### config.mk
export PLATFORM = sky130hd
export DESIGN_NAME = wall_follow_steering_unit_flat
export DESIGN_NICKNAME = d
export VERILOG_FILES = /design/src/hw/rtl/wfs_pkg.sv /design/src/hw/rtl/wfs_scan_if.sv /design/src/hw/rtl/wfs_speed_if.sv /design/src/hw/rtl/wfs_lane.sv /design/src/hw/rtl/wfs_merge.sv /design/src/hw/rtl/wall_follow_steering_unit.sv /design/src/flat_wrapper.sv
export SDC_FILE = /design/constraint.sdc
export NUM_CORES = 1
export LEC_CHECK = 0
export BUFFER_PORTS_ARGS = -buffer_cell sky130_fd_sc_hd__buf_2
export CAP_MARGIN = 30
export CORE_MARGIN = 1
export CORE_UTILIZATION = 38
export DETAILED_ROUTE_END_ITERATION = 8
export HOLD_SLACK_MARGIN = 0.03
export PLACE_DENSITY_LB_ADDON = 0.1
export SKIP_LAST_GASP = 1
export SYNTH_ARGS = -nofsm -noshare
export SYNTH_HDL_FRONTEND = slang
export SYNTH_SLANG_ARGS = --single-unit
### constraint.sdc
create_clock -name clk_i -period 9.7 [get_ports clk_i]
set_input_delay 0.485 -clock clk_i [delete_from_list [all_inputs] [get_ports clk_i]]
set_output_delay 0.485 -clock clk_i [all_outputs]
set_load 0.01 [all_outputs]
### src/hw/rtl/wfs_pkg.sv
// ----------------------------------------------------------------------------
// wfs_pkg
// Types, constants and weight tables shared by the wall-follow steering unit.
// ----------------------------------------------------------------------------
package wfs_pkg;

  localparam int NUM_LANES  = 8;
  localparam int LANE_IDX_W = 3;
  localparam int SENSOR_W   = 13;
  localparam int THRESH_W   = 12;
  localparam int SPEED_CFG_W = 10;
  localparam int SPEED_W    = 11;
  localparam int ADJ_W      = 14;  // reading less the largest wall offset
  localparam int READING_SHIFT = 4;
  localparam int SHIFT_W    = ADJ_W - READING_SHIFT;
  localparam int WEIGHT_W   = 5;
  localparam int PROD_W     = 13;
  localparam int SUM_W      = 17;
  localparam int OFFSET_W   = 10;

  localparam logic [OFFSET_W-1:0] WALL_OFFSET_SIDE  = 10'd600;
  localparam logic [OFFSET_W-1:0] WALL_OFFSET_FRONT = 10'd200;
  localparam logic [OFFSET_W-1:0] WALL_OFFSET_BACK  = 10'd100;

  // Configuration register indexes (word address bits [4:2]).
  localparam int CFG_ADDR_W = 5;
  localparam int CFG_IDX_W  = 3;
  localparam logic [CFG_IDX_W-1:0] REG_FOLLOW_SIDE    = 3'd0;
  localparam logic [CFG_IDX_W-1:0] REG_NEAR_THRESHOLD = 3'd1;
  localparam logic [CFG_IDX_W-1:0] REG_WALL_THRESHOLD = 3'd2;
  localparam logic [CFG_IDX_W-1:0] REG_BIAS_SPEED     = 3'd3;
  localparam logic [CFG_IDX_W-1:0] REG_MAX_SPEED      = 3'd4;

  localparam logic                   FOLLOW_SIDE_RST    = 1'b1;
  localparam logic [THRESH_W-1:0]    NEAR_THRESHOLD_RST = 12'd50;
  localparam logic [THRESH_W-1:0]    WALL_THRESHOLD_RST = 12'd300;
  localparam logic [SPEED_CFG_W-1:0] BIAS_SPEED_RST     = 10'd350;
  localparam logic [SPEED_CFG_W-1:0] MAX_SPEED_RST      = 10'd800;

  // Lane result handed from the lanes to the merging stage.
  typedef struct packed {
    logic                     above;
    logic signed [PROD_W-1:0] product;
  } lane_res_t;

  // Left wheel weight of one sensor; the right wheel uses the negated value.
  function automatic logic signed [WEIGHT_W-1:0] lane_weight(
    input logic                  follow_right,
    input logic [LANE_IDX_W-1:0] idx
  );
    logic signed [WEIGHT_W-1:0] w;
    unique case (idx)
      3'd0:    w = follow_right ? -5'sd10 : 5'sd10;
      3'd1:    w = -5'sd10;
      3'd2:    w = -5'sd5;
      3'd3:    w = 5'sd0;
      3'd4:    w = 5'sd0;
      3'd5:    w = 5'sd5;
      3'd6:    w = 5'sd10;
      3'd7:    w = follow_right ? -5'sd10 : 5'sd10;
      default: w = 5'sd0;
    endcase
    return w;
  endfunction

  // Offset taken off a reading when the side sensor sees a wall.
  function automatic logic [OFFSET_W-1:0] lane_offset(
    input logic                  follow_right,
    input logic [LANE_IDX_W-1:0] idx
  );
    logic [OFFSET_W-1:0] o;
    o = '0;
    if (follow_right) begin
      unique case (idx)
        3'd1:    o = WALL_OFFSET_FRONT;
        3'd2:    o = WALL_OFFSET_SIDE;
        3'd3:    o = WALL_OFFSET_BACK;
        default: o = '0;
      endcase
    end else begin
      unique case (idx)
        3'd4:    o = WALL_OFFSET_BACK;
        3'd5:    o = WALL_OFFSET_SIDE;
        3'd6:    o = WALL_OFFSET_FRONT;
        default: o = '0;
      endcase
    end
    return o;
  endfunction

endpackage

### src/hw/rtl/wfs_scan_if.sv
// ----------------------------------------------------------------------------
// wfs_scan_if
// Valid/ready channel carrying one scan of eight proximity readings.
// ----------------------------------------------------------------------------
interface wfs_scan_if;
  import wfs_pkg::*;

  logic                       valid;
  logic                       ready;
  logic signed [SENSOR_W-1:0] sensor_0;
  logic signed [SENSOR_W-1:0] sensor_1;
  logic signed [SENSOR_W-1:0] sensor_2;
  logic signed [SENSOR_W-1:0] sensor_3;
  logic signed [SENSOR_W-1:0] sensor_4;
  logic signed [SENSOR_W-1:0] sensor_5;
  logic signed [SENSOR_W-1:0] sensor_6;
  logic signed [SENSOR_W-1:0] sensor_7;

  modport source (
    output valid, sensor_0, sensor_1, sensor_2, sensor_3,
           sensor_4, sensor_5, sensor_6, sensor_7,
    input  ready
  );
  modport sink (
    input  valid, sensor_0, sensor_1, sensor_2, sensor_3,
           sensor_4, sensor_5, sensor_6, sensor_7,
    output ready
  );
endinterface

### src/hw/rtl/wfs_speed_if.sv
// ----------------------------------------------------------------------------
// wfs_speed_if
// Valid/ready channel carrying one pair of wheel speeds and the straight flag.
// ----------------------------------------------------------------------------
interface wfs_speed_if;
  import wfs_pkg::*;

  logic                      valid;
  logic                      ready;
  logic signed [SPEED_W-1:0] left_speed;
  logic signed [SPEED_W-1:0] right_speed;
  logic                      went_straight;

  modport source (
    output valid, left_speed, right_speed, went_straight,
    input  ready
  );
  modport sink (
    input  valid, left_speed, right_speed, went_straight,
    output ready
  );
endinterface

### src/hw/rtl/wfs_lane.sv
// ----------------------------------------------------------------------------
// wfs_lane
// One sensor lane: wall offset, floor shift, weighting and threshold test.
// ----------------------------------------------------------------------------
module wfs_lane
  import wfs_pkg::*;
(
  input  logic signed [SENSOR_W-1:0] reading_i,
  input  logic        [OFFSET_W-1:0] offset_i,
  input  logic signed [WEIGHT_W-1:0] weight_i,
  input  logic        [THRESH_W-1:0] near_threshold_i,
  output lane_res_t                  res_o
);

  logic signed [ADJ_W-1:0]          adj;
  logic signed [ADJ_W-1:0]          adj_shr;
  logic signed [SHIFT_W-1:0]        scaled;
  logic signed [SHIFT_W+WEIGHT_W-1:0] prod_full;

  always_comb begin
    adj       = $signed({reading_i[SENSOR_W-1], reading_i})
              - $signed({{(ADJ_W-OFFSET_W){1'b0}}, offset_i});
    // Arithmetic shift rounds towards minus infinity, as required.
    adj_shr   = adj >>> READING_SHIFT;
    scaled    = adj_shr[SHIFT_W-1:0];
    prod_full = scaled * weight_i;
    res_o.product = prod_full[PROD_W-1:0];
    res_o.above   = $signed({reading_i[SENSOR_W-1], reading_i})
                  > $signed({{(ADJ_W-THRESH_W){1'b0}}, near_threshold_i});
  end

endmodule

### src/hw/rtl/wfs_merge.sv
// ----------------------------------------------------------------------------
// wfs_merge
// Merging stage: sums the lane products, adds the bias and saturates both
// wheel speeds.
// ----------------------------------------------------------------------------
module wfs_merge
  import wfs_pkg::*;
(
  input  lane_res_t                     lanes_i [NUM_LANES],
  input  logic                          straight_i,
  input  logic        [SPEED_CFG_W-1:0] bias_speed_i,
  input  logic        [SPEED_CFG_W-1:0] max_speed_i,
  output logic signed [SPEED_W-1:0]     left_speed_o,
  output logic signed [SPEED_W-1:0]     right_speed_o
);

  logic signed [SUM_W-1:0] sum;
  logic signed [SUM_W-1:0] bias_ext;
  logic signed [SUM_W-1:0] max_pos;
  logic signed [SUM_W-1:0] max_neg;
  logic signed [SUM_W-1:0] left_raw;
  logic signed [SUM_W-1:0] right_raw;
  logic signed [SUM_W-1:0] left_sat;
  logic signed [SUM_W-1:0] right_sat;

  always_comb begin
    sum = '0;
    for (int k = 0; k < NUM_LANES; k++) begin
      sum = sum + SUM_W'(lanes_i[k].product);
    end
    // In the straight case the weighted readings do not count.
    if (straight_i) begin
      sum = '0;
    end
    bias_ext  = $signed({{(SUM_W-SPEED_CFG_W){1'b0}}, bias_speed_i});
    max_pos   = $signed({{(SUM_W-SPEED_CFG_W){1'b0}}, max_speed_i});
    max_neg   = -max_pos;
    left_raw  = bias_ext + sum;
    right_raw = bias_ext - sum;

    if (left_raw > max_pos) begin
      left_sat = max_pos;
    end else if (left_raw < max_neg) begin
      left_sat = max_neg;
    end else begin
      left_sat = left_raw;
    end

    if (right_raw > max_pos) begin
      right_sat = max_pos;
    end else if (right_raw < max_neg) begin
      right_sat = max_neg;
    end else begin
      right_sat = right_raw;
    end

    left_speed_o  = left_sat[SPEED_W-1:0];
    right_speed_o = right_sat[SPEED_W-1:0];
  end

endmodule

### src/hw/rtl/wall_follow_steering_unit.sv
// Pipeline: a scan is held in the lane register, then merged into the output
// register. Throughput: one scan per cycle unless the sink stalls; the eight
// sensor lanes run side by side and the merging stage sums their products
// into registered wheel speeds.
// Reset: asynchronous, active low; clears the pipeline valid flags and loads
// the configuration registers with their reset values.
// ----------------------------------------------------------------------------
// wall_follow_steering_unit
// Wall-following steering: eight proximity readings in, two wheel speeds out.
// ----------------------------------------------------------------------------
module wall_follow_steering_unit
  import wfs_pkg::*;
(
  input  logic                  clk_i,
  input  logic                  rst_ni,
  wfs_scan_if.sink              scan_i,
  wfs_speed_if.source           speed_o,
  input  logic                  psel,
  input  logic                  penable,
  input  logic                  pwrite,
  input  logic [CFG_ADDR_W-1:0] paddr,
  input  logic [31:0]           pwdata,
  output logic [31:0]           prdata,
  output logic                  pready
);

  // Configuration registers.
  logic                   follow_side_q;
  logic [THRESH_W-1:0]    near_threshold_q;
  logic [THRESH_W-1:0]    wall_threshold_q;
  logic [SPEED_CFG_W-1:0] bias_speed_q;
  logic [SPEED_CFG_W-1:0] max_speed_q;

  logic                 cfg_wr;
  logic [CFG_IDX_W-1:0] cfg_idx;

  assign pready  = 1'b1;
  assign cfg_wr  = psel & penable & pwrite & pready;
  assign cfg_idx = paddr[CFG_ADDR_W-1:2];

  always_ff @(posedge clk_i or negedge rst_ni) begin
    if (!rst_ni) begin
      follow_side_q    <= FOLLOW_SIDE_RST;
      near_threshold_q <= NEAR_THRESHOLD_RST;
      wall_threshold_q <= WALL_THRESHOLD_RST;
      bias_speed_q     <= BIAS_SPEED_RST;
      max_speed_q      <= MAX_SPEED_RST;
    end else if (cfg_wr) begin
      unique case (cfg_idx)
        REG_FOLLOW_SIDE:    follow_side_q    <= pwdata[0];
        REG_NEAR_THRESHOLD: near_threshold_q <= pwdata[THRESH_W-1:0];
        REG_WALL_THRESHOLD: wall_threshold_q <= pwdata[THRESH_W-1:0];
        REG_BIAS_SPEED:     bias_speed_q     <= pwdata[SPEED_CFG_W-1:0];
        REG_MAX_SPEED:      max_speed_q      <= pwdata[SPEED_CFG_W-1:0];
        default: ;
      endcase
    end
  end

  always_comb begin
    unique case (cfg_idx)
      REG_FOLLOW_SIDE:    prdata = {31'd0, follow_side_q};
      REG_NEAR_THRESHOLD: prdata = {{(32-THRESH_W){1'b0}}, near_threshold_q};
      REG_WALL_THRESHOLD: prdata = {{(32-THRESH_W){1'b0}}, wall_threshold_q};
      REG_BIAS_SPEED:     prdata = {{(32-SPEED_CFG_W){1'b0}}, bias_speed_q};
      REG_MAX_SPEED:      prdata = {{(32-SPEED_CFG_W){1'b0}}, max_speed_q};
      default:            prdata = '0;
    endcase
  end

  // Pipeline control: each stage moves on when the one after it has room.
  logic s1_valid_q;
  logic out_valid_q;
  logic s2_en;
  logic s1_en;

  assign s2_en        = !out_valid_q || speed_o.ready;
  assign s1_en        = !s1_valid_q || s2_en;
  assign scan_i.ready = s1_en;

  // Lanes.
  logic signed [SENSOR_W-1:0] reading [NUM_LANES];
  logic                       wall_hit;
  logic signed [SENSOR_W+1:0] side_ext;
  lane_res_t                  lane_res   [NUM_LANES];
  lane_res_t                  lane_res_q [NUM_LANES];
  logic                       straight;
  logic                       straight_q;

  assign reading[0] = scan_i.sensor_0;
  assign reading[1] = scan_i.sensor_1;
  assign reading[2] = scan_i.sensor_2;
  assign reading[3] = scan_i.sensor_3;
  assign reading[4] = scan_i.sensor_4;
  assign reading[5] = scan_i.sensor_5;
  assign reading[6] = scan_i.sensor_6;
  assign reading[7] = scan_i.sensor_7;

  // The wall test looks at the side sensor before any offset is taken off.
  always_comb begin
    side_ext = follow_side_q ? (SENSOR_W+2)'(reading[2]) : (SENSOR_W+2)'(reading[5]);
    wall_hit = side_ext > $signed({3'b000, wall_threshold_q});
  end

  for (genvar k = 0; k < NUM_LANES; k++) begin : g_lane
    wfs_lane u_lane (
      .reading_i        (reading[k]),
      .offset_i         (wall_hit ? lane_offset(follow_side_q, LANE_IDX_W'(k))
                                  : OFFSET_W'(0)),
      .weight_i         (lane_weight(follow_side_q, LANE_IDX_W'(k))),
      .near_threshold_i (near_threshold_q),
      .res_o            (lane_res[k])
    );
  end

  always_comb begin
    straight = 1'b1;
    for (int k = 0; k < NUM_LANES; k++) begin
      straight = straight & ~lane_res[k].above;
    end
  end

  always_ff @(posedge clk_i or negedge rst_ni) begin
    if (!rst_ni) begin
      s1_valid_q <= 1'b0;
    end else if (s1_en) begin
      s1_valid_q <= scan_i.valid;
    end
  end

  always_ff @(posedge clk_i) begin
    if (s1_en && scan_i.valid) begin
      lane_res_q <= lane_res;
      straight_q <= straight;
    end
  end

  // Merge and output register.
  logic signed [SPEED_W-1:0] left_speed;
  logic signed [SPEED_W-1:0] right_speed;
  logic signed [SPEED_W-1:0] left_speed_q;
  logic signed [SPEED_W-1:0] right_speed_q;
  logic                      went_straight_q;

  wfs_merge u_merge (
    .lanes_i       (lane_res_q),
    .straight_i    (straight_q),
    .bias_speed_i  (bias_speed_q),
    .max_speed_i   (max_speed_q),
    .left_speed_o  (left_speed),
    .right_speed_o (right_speed)
  );

  always_ff @(posedge clk_i or negedge rst_ni) begin
    if (!rst_ni) begin
      out_valid_q <= 1'b0;
    end else if (s2_en) begin
      out_valid_q <= s1_valid_q;
    end
  end

  always_ff @(posedge clk_i) begin
    if (s2_en && s1_valid_q) begin
      left_speed_q    <= left_speed;
      right_speed_q   <= right_speed;
      went_straight_q <= straight_q;
    end
  end

  assign speed_o.valid         = out_valid_q;
  assign speed_o.left_speed    = left_speed_q;
  assign speed_o.right_speed   = right_speed_q;
  assign speed_o.went_straight = went_straight_q;

endmodule

### src/flat_wrapper.sv
// flat-port wrapper written by rule: the top's interface ports become plain ports
module wall_follow_steering_unit_flat import wfs_pkg::*;
  (clk_i, rst_ni, psel, penable, pwrite, paddr, pwdata, prdata, pready, scan_i_valid, scan_i_sensor_0, scan_i_sensor_1, scan_i_sensor_2, scan_i_sensor_3, scan_i_sensor_4, scan_i_sensor_5, scan_i_sensor_6, scan_i_sensor_7, scan_i_ready, speed_o_valid, speed_o_left_speed, speed_o_right_speed, speed_o_went_straight, speed_o_ready);
  wfs_scan_if scan_i_i ();
  wfs_speed_if speed_o_i ();
  input  logic clk_i;
  input  logic rst_ni;
  input  logic psel;
  input  logic penable;
  input  logic pwrite;
  input  logic [CFG_ADDR_W-1:0] paddr;
  input  logic [31:0] pwdata;
  output logic [31:0] prdata;
  output logic pready;
  input wire logic [$bits(scan_i_i.valid)-1:0] scan_i_valid;
  input wire logic [$bits(scan_i_i.sensor_0)-1:0] scan_i_sensor_0;
  input wire logic [$bits(scan_i_i.sensor_1)-1:0] scan_i_sensor_1;
  input wire logic [$bits(scan_i_i.sensor_2)-1:0] scan_i_sensor_2;
  input wire logic [$bits(scan_i_i.sensor_3)-1:0] scan_i_sensor_3;
  input wire logic [$bits(scan_i_i.sensor_4)-1:0] scan_i_sensor_4;
  input wire logic [$bits(scan_i_i.sensor_5)-1:0] scan_i_sensor_5;
  input wire logic [$bits(scan_i_i.sensor_6)-1:0] scan_i_sensor_6;
  input wire logic [$bits(scan_i_i.sensor_7)-1:0] scan_i_sensor_7;
  output wire logic [$bits(scan_i_i.ready)-1:0] scan_i_ready;
  output wire logic [$bits(speed_o_i.valid)-1:0] speed_o_valid;
  output wire logic [$bits(speed_o_i.left_speed)-1:0] speed_o_left_speed;
  output wire logic [$bits(speed_o_i.right_speed)-1:0] speed_o_right_speed;
  output wire logic [$bits(speed_o_i.went_straight)-1:0] speed_o_went_straight;
  input wire logic [$bits(speed_o_i.ready)-1:0] speed_o_ready;
  assign scan_i_i.valid = scan_i_valid;
  assign scan_i_i.sensor_0 = scan_i_sensor_0;
  assign scan_i_i.sensor_1 = scan_i_sensor_1;
  assign scan_i_i.sensor_2 = scan_i_sensor_2;
  assign scan_i_i.sensor_3 = scan_i_sensor_3;
  assign scan_i_i.sensor_4 = scan_i_sensor_4;
  assign scan_i_i.sensor_5 = scan_i_sensor_5;
  assign scan_i_i.sensor_6 = scan_i_sensor_6;
  assign scan_i_i.sensor_7 = scan_i_sensor_7;
  assign scan_i_ready = scan_i_i.ready;
  assign speed_o_valid = speed_o_i.valid;
  assign speed_o_left_speed = speed_o_i.left_speed;
  assign speed_o_right_speed = speed_o_i.right_speed;
  assign speed_o_went_straight = speed_o_i.went_straight;
  assign speed_o_i.ready = speed_o_ready;
  wall_follow_steering_unit u_core (.clk_i(clk_i), .rst_ni(rst_ni), .scan_i(scan_i_i), .speed_o(speed_o_i), .psel(psel), .penable(penable), .pwrite(pwrite), .paddr(paddr), .pwdata(pwdata), .prdata(prdata), .pready(pready));
endmodule
* After elaboration in Yosys (flattened, before gate mapping)
Cells that the tools add are included.
Operators by class: add/subtract/negate cells 12, multipliers 6, magnitude comparators 13, equality and inequality tests 4, mux-type cells 16, bitwise operators 17, reduce and logical (&&, ||, !) cells 12
Operators with widths (count):
- $gt A13 B13 Y1 | 8
- $mux W10 | 6
- $pmux W12 S5 | 1
- $gt A17 B11 Y1 | 2
- $lt A17 B17 Y1 | 2
- $mux W8 | 4
- $sub A13 B11 Y14 | 2
- $sub A13 B9 Y14 | 2
- $mul A10 B4 Y13 const B | 2
- $mul A9 B5 Y13 | 2
- $mul A10 B4 Y12 const B | 2
- $mux W11 | 2
- $add A11 B17 Y17 | 1
- $add A16 B13 Y17 | 1
- $add A17 B13 Y17 | 1
- $mux W17 | 1
- $neg A10 Y17 | 1
- $sub A11 B17 Y17 | 1
- $add A15 B13 Y16 | 1
- $add A14 B13 Y15 | 1
- $gt A15 B13 Y1 | 1
- $mux W15 | 1
- $add A13 B13 Y14 | 1
- $reduce_and A2 Y1 | 5
- 10 further kinds | 29
Word-level totals: register bits after elaboration 147, output and inout bits 58

* Depth between registers and ports, before layout
depth in word-level cells 10, depth in mapped cells 31, mapped depth without buffers 30

* By module
Synthesis repeated with hierarchy kept, for this count alone.
Second synthesis, totals: cell total of the unflattened synthesis 3482, area total of the unflattened synthesis 31863.1 um^2
By module, submodules not included:
- wfs_lane at u_core.g_lane[0].u_lane ... | instances 4, cells an instance 288, area each 2303.5 um^2, sequential area each 0.0 um^2
- wall_follow_steering_unit | instances 1, cells an instance 388, area each 6965.4 um^2, sequential area each 5281.3 um^2
- wfs_merge | instances 1, cells an instance 799, area each 6561.3 um^2, sequential area each 0.0 um^2
- wfs_lane at u_core.g_lane[5].u_lane ... | instances 2, cells an instance 288, area each 2297.2 um^2, sequential area each 0.0 um^2
- wfs_lane at u_core.g_lane[7].u_lane | instances 1, cells an instance 287, area each 2277.2 um^2, sequential area each 0.0 um^2
- wfs_lane at u_core.g_lane[4].u_lane | instances 1, cells an instance 280, area each 2250.9 um^2, sequential area each 0.0 um^2

* Least setup slack after synthesis
Ideal clock, no wire load.
path type reg-to-reg, from register u_core.lane_res_q[3] (netlist bit), to register u_core.left_speed_q[5], in the netlist u_core.speed_o.left_speed[5], data pin, setup time 0.263 ns, arrival time 7.124 ns, slack 2.313 ns, cell stages (with the launch flop) 30, buffers on the path 1, period minus slack after synthesis 7.387 ns, cell sequence edfxtp_1 -> inv_1 -> fa_1 -> inv_1 -> fa_1 -> inv_1 -> fa_1 -> inv_1 -> ha_1 -> fa_1 -> a211oi_1 -> nor2_1 -> o21a_1 -> nor2_1 -> xnor2_1 -> nand2_1 -> ha_1 -> o41ai_1 -> o21ai_0 -> or3_4 -> nor3_1 -> xor2_1 -> inv_1 -> ha_1 -> nand4_1 -> o2111ai_1 -> o22ai_1 -> clkbuf_4 -> mux2i_1 -> o22ai_2
Between the ends: longest elaborated chain between the ends 6, elaborated cells between the ends (all ways) 7, classes of those cells add/sub: 2; order compare: 2; mux: 3
RTL lines:
- from (decl) | RTL line wall_follow_steering_unit.sv:86 | lane_res_t lane_res_q [NUM_LANES];
- from (signal assigned) | RTL line wall_follow_steering_unit.sv:133 | lane_res_q <= lane_res;
- $add A17 B13 Y17 * | RTL line wfs_merge.sv:29 | sum = sum + SUM_W'(lanes_i[k].product);
- $mux W17 * | RTL line wfs_merge.sv:32 | if (straight_i) begin
- $add A11 B17 Y17 * | RTL line wfs_merge.sv:38 | left_raw = bias_ext + sum;
- $lt A17 B17 Y1 | RTL line wfs_merge.sv:43 | end else if (left_raw < max_neg) begin
- $mux W11 | RTL line wfs_merge.sv:43
- $mux W10 * | RTL line wfs_merge.sv:41 | if (left_raw > max_pos) begin
- named net u_core.left_speed[5] | RTL line wall_follow_steering_unit.sv:139 | logic signed [SPEED_W-1:0] left_speed;
- to (signal assigned) | RTL line wall_follow_steering_unit.sv:164 | left_speed_q <= left_speed;
- to (decl) | RTL line wall_follow_steering_unit.sv:141 | logic signed [SPEED_W-1:0] left_speed_q;
The timed path passes the listed nets; every way through them passes the cells marked *. A chain may end at the register's enable or synchronous reset.

* Worst setup path after layout
from register u_core.lane_res_q[3] (netlist bit), to register u_core.left_speed_q[8], in the netlist u_core.speed_o.left_speed[8], data pin
Same word-level chain as after synthesis.

==> results.yml <==
outcome:
  outcome: "complete, no violations"
placement:
  place.detailed.hpwl_um: 41700
  postPlaceCellArea_mm2: 0.0199
  portBuffers: 162
  place.gp.congestion: 0.824
cts:
  htreeDepth: 4
  cts.sinks: 145
  cts_buffers: 17
  root_buffer: "clkbuf_16"
  clock_latency_ns: 0.45
  holdBufCountCts: 0
  clk_pin_slew_ns: 0.07
  cts_setup_buffers: 0
  cts_resized: 0
  cts_buffer_depth: 2
  cts_tree: "yes"
timing:
  maxSlewViolCount: 0
  period_needed_ns: 7.95
  timing_hold_violations_final: 0
  period_share_pct: 82.0
  slew_headroom_pct: 38.4
  finalSetupViolCount: 0
  fin_setup_tns_ns: 0
  max_freq_ghz: 0.126
  tightest_slew_ns: 0.901
  clock_skew_ns: 0.0152
  grt_setup_unrepaired: "no"
floorplanning:
  core_area_mm2: 0.0479
  rows: 80
  io_pins: 206
  die_area_mm2: 0.0496
  dieWidth_um: 223
  initial_core_util_pct: 38.6
  die_h_um: 223
setup_path:
  cpPeakStageDelay_ns: 0.53
  cpMaxStageDelayCell: "fa_1"
  r2r_start: "u_core.lane_res_q[3]$_DFFE_PP_"
  reg2reg_depth: 29
  crit_buf_inv: 6
  r2r_end: "u_core.speed_o.left_speed[8]$_DFFE_PP_"
  path_max_fanout: 16
  critPathKind: "reg2reg"
  critPathLaunchType: "flip-flop"
  cpMostUsedCell: "inv_1"
  cp_top_family: "adder cells"
  cp-end-kind: "flip-flop"
  critPathRequiredTime_ns: 9.96
  ff2ff_setup_slack_ns: 1.75
  critPathArrivalTime_ns: 8.22
cells_and_area:
  fillers: 4685
  area_growth_pct: 11.0
  layout.area.seq_mm2: 0.00414
  drive_gt1_share_pct: 13.4
  nNetsFinal: 2707
  num_antenna_cells: 0
  finish.instance_area_mm2: 0.0206
  multiInputGateArea_mm2: 0.0129
drt:
  vias_per_cell: 5.14
  wl_per_cell_um: 18.2
  antenna_left: 0
  drtIter0Drc: 646
  wl_um: 50000
  drc: 0
  drtPass1Iterations: 5
  vias: 14100
min_path:
  hp-class: "in2async"
yosys:
  netlist_area_mm2: 0.0185
  avgSynthCellArea_um2: 9.43
  synth.area.mux_share_pct: 4.00
  synth_compound_area_share_pct: 14.0
  synth_top_family_by_area: "adder cells"
  yosys.area_share.simple_pct: 10.3
  synth_warnings: 0
  synth_edf_count: 98
  ys_ff_latch: 145
  synthArstFlopShare_pct: 32.4
  postSynthCellCount: 1965
  synth-adder-area-share_pct: 34.4
  yosys.cell_types.count: 78
  ys_seq_area_share_pct: 22.3
  synthXorXnorAreaFrac_pct: 6.38
  synth-main-ff-cell: "edfxtp_1"
global_route:
  overflow: 0
  grt_first_pass_wirelength_um: 78400
  grt_pass1_vias: 14200
  grt_max_degree: 71
  antenna_found_initial: 3
  grt.total_usage_pct: 20.6
run:
  cap_violations: 0
-- Yosys cell counts (all sizes together), types with 3 or more instances --
cell | instances | area (um^2)
xnor2 | 84 | 736
nand4 | 26 | 163
edfxtp | 98 | 2940
nor2b | 38 | 238
ha | 345 | 4320
or2 | 6 | 37.5
fa | 103 | 2060
mux2 | 39 | 439
a21o | 40 | 302
inv | 323 | 1210
o21bai | 31 | 233
o21ai | 91 | 455
xor2 | 51 | 447
nor3 | 29 | 150
a21boi | 3 | 22.5
a211o | 3 | 27.5
o21a | 29 | 218
a211oi | 18 | 145
nor4 | 14 | 87.6
o211ai | 7 | 62.6
nor2 | 114 | 428
nand2b | 18 | 113
buf | 29 | 211
a2111oi | 8 | 70.1
or3 | 9 | 61.3
mux2i | 28 | 280
nand3 | 20 | 100
and2 | 19 | 119
nand2 | 65 | 244
clkbuf | 36 | 139
o2bb2ai | 3 | 26.3
dfrtp | 30 | 751
o311ai | 3 | 26.3
o31a | 3 | 26.3
or4 | 3 | 30.0
nand3b | 3 | 22.5
dfstp | 17 | 447
a31oi | 7 | 50.1
o22ai | 18 | 125
a22oi | 14 | 105
nor3b | 4 | 30.0
a21oi | 93 | 469
and3 | 12 | 76.3
o31ai | 6 | 45.0
-- registers in the layout, summed over array words and instances, names as in the netlist, 10 cells and up --
signal                      flops
u_core.lane_res_q              74
u_core.near_threshold_q        12
u_core.wall_threshold_q        12
u_core.speed_o.left_speed      11
u_core.speed_o.right_speed     11
u_core.bias_speed_q            10
u_core.max_speed_q             10
-- worst reg2reg max path, delay by kind of cell (launching register included) --
kind	cells	cell delay [ns]
muxes	1	0.29
adders and majority gates	7	2.94
and+or+nand+nor	6	1.24
xor gates and xnor gates	2	0.37
AOI/OAI and AO/OA	7	2.09
buffers and inverters	6	0.52
DFF	1	0.32
-- per-layer routing --
metal | GRT usage [%] | wire, um
met1 | 27.1 | 23300
met5 | 0 | 13
met2 | 35.4 | 24200
met3 | 2.37 | 1270
met4 | 6.01 | 1140
-- per-stage QoR --
| stage | cells | worst slack [ns] | hold WS [ns] | utilization, % |
|---|---|---|---|---|
| finish | 2739 | 1.75 | 0.129 | 42.9 |
| global route | 2739 | 1.22 | 0.174 | 42.9 |
| CTS | 2738 | 1.77 | 0.135 | 42.8 |
| detailed placement | 2706 | 1.82 | 0.476 | 41.6 |
| global placement | 2704 | 2.02 | 0.461 | 41.5 |
| floorplan | 1986 | 2.31 | 0.189 | - |
-- placed cells by master (no fill, tap or decap), drive strengths merged, types with 8 or more instances in the layout --
cell       n
xor2      51
nor2b     38
a2111oi    8
a21o      40
edfxtp    98
and3      12
dfrtp     30
and2      19
nand4     26
dfstp     17
nand2b    18
a21oi     93
conb      23
nor4      14
a211oi    18
o21ai     91
mux2i     28
mux2      39
nand3     20
xnor2     84
o21a      29
ha       345
fa       103
nor2     114
buf      171
nor3      29
or3        9
nand2     65
o22ai     18
o21bai    31
a22oi     14
clkbuf    23
inv      330
-- cells by family after synthesis --
family	after synthesis
adder cells (fa/ha/maj)	448
AO/OA/AOI/OAI	397
buffers and inverters	388
AND/OR/NAND/NOR	382
flip-flops	145
XOR/XNOR	135
multiplexers	68
other	2
-- how the worst max path moves through the flow --
stage / cells after the start / slack, ns / from / endpoint
floorplan: 29 / 2.31 / u_core.lane_res_q[3]$_DFFE_PP_ / u_core.speed_o.left_speed[5]$_DFFE_PP_
global placement: 29 / 2.02 / u_core.lane_res_q[3]$_DFFE_PP_ / u_core.speed_o.left_speed[8]$_DFFE_PP_
detailed placement: 29 / 1.82 / u_core.lane_res_q[3]$_DFFE_PP_ / u_core.speed_o.left_speed[8]$_DFFE_PP_
CTS: 29 / 1.77 / u_core.lane_res_q[3]$_DFFE_PP_ / u_core.speed_o.left_speed[8]$_DFFE_PP_
global route: 29 / 1.22 / u_core.lane_res_q[3]$_DFFE_PP_ / u_core.speed_o.left_speed[8]$_DFFE_PP_
finish: 29 / 1.75 / u_core.lane_res_q[3]$_DFFE_PP_ / u_core.speed_o.left_speed[8]$_DFFE_PP_
-- area by class of cell --
cell class	count	share of cell area, %
sequential	145	20.1
timing repair buffer	171	4.49
clock inverter	9	0.371
tap	615	3.74
inverter	323	5.90
clock buffer	23	2.59
multi-input combinational	1453	62.8
Power is left out: the tool's default activity adds up to more than one toggle a clock period on the data nets, which glitch-free logic cannot reach.
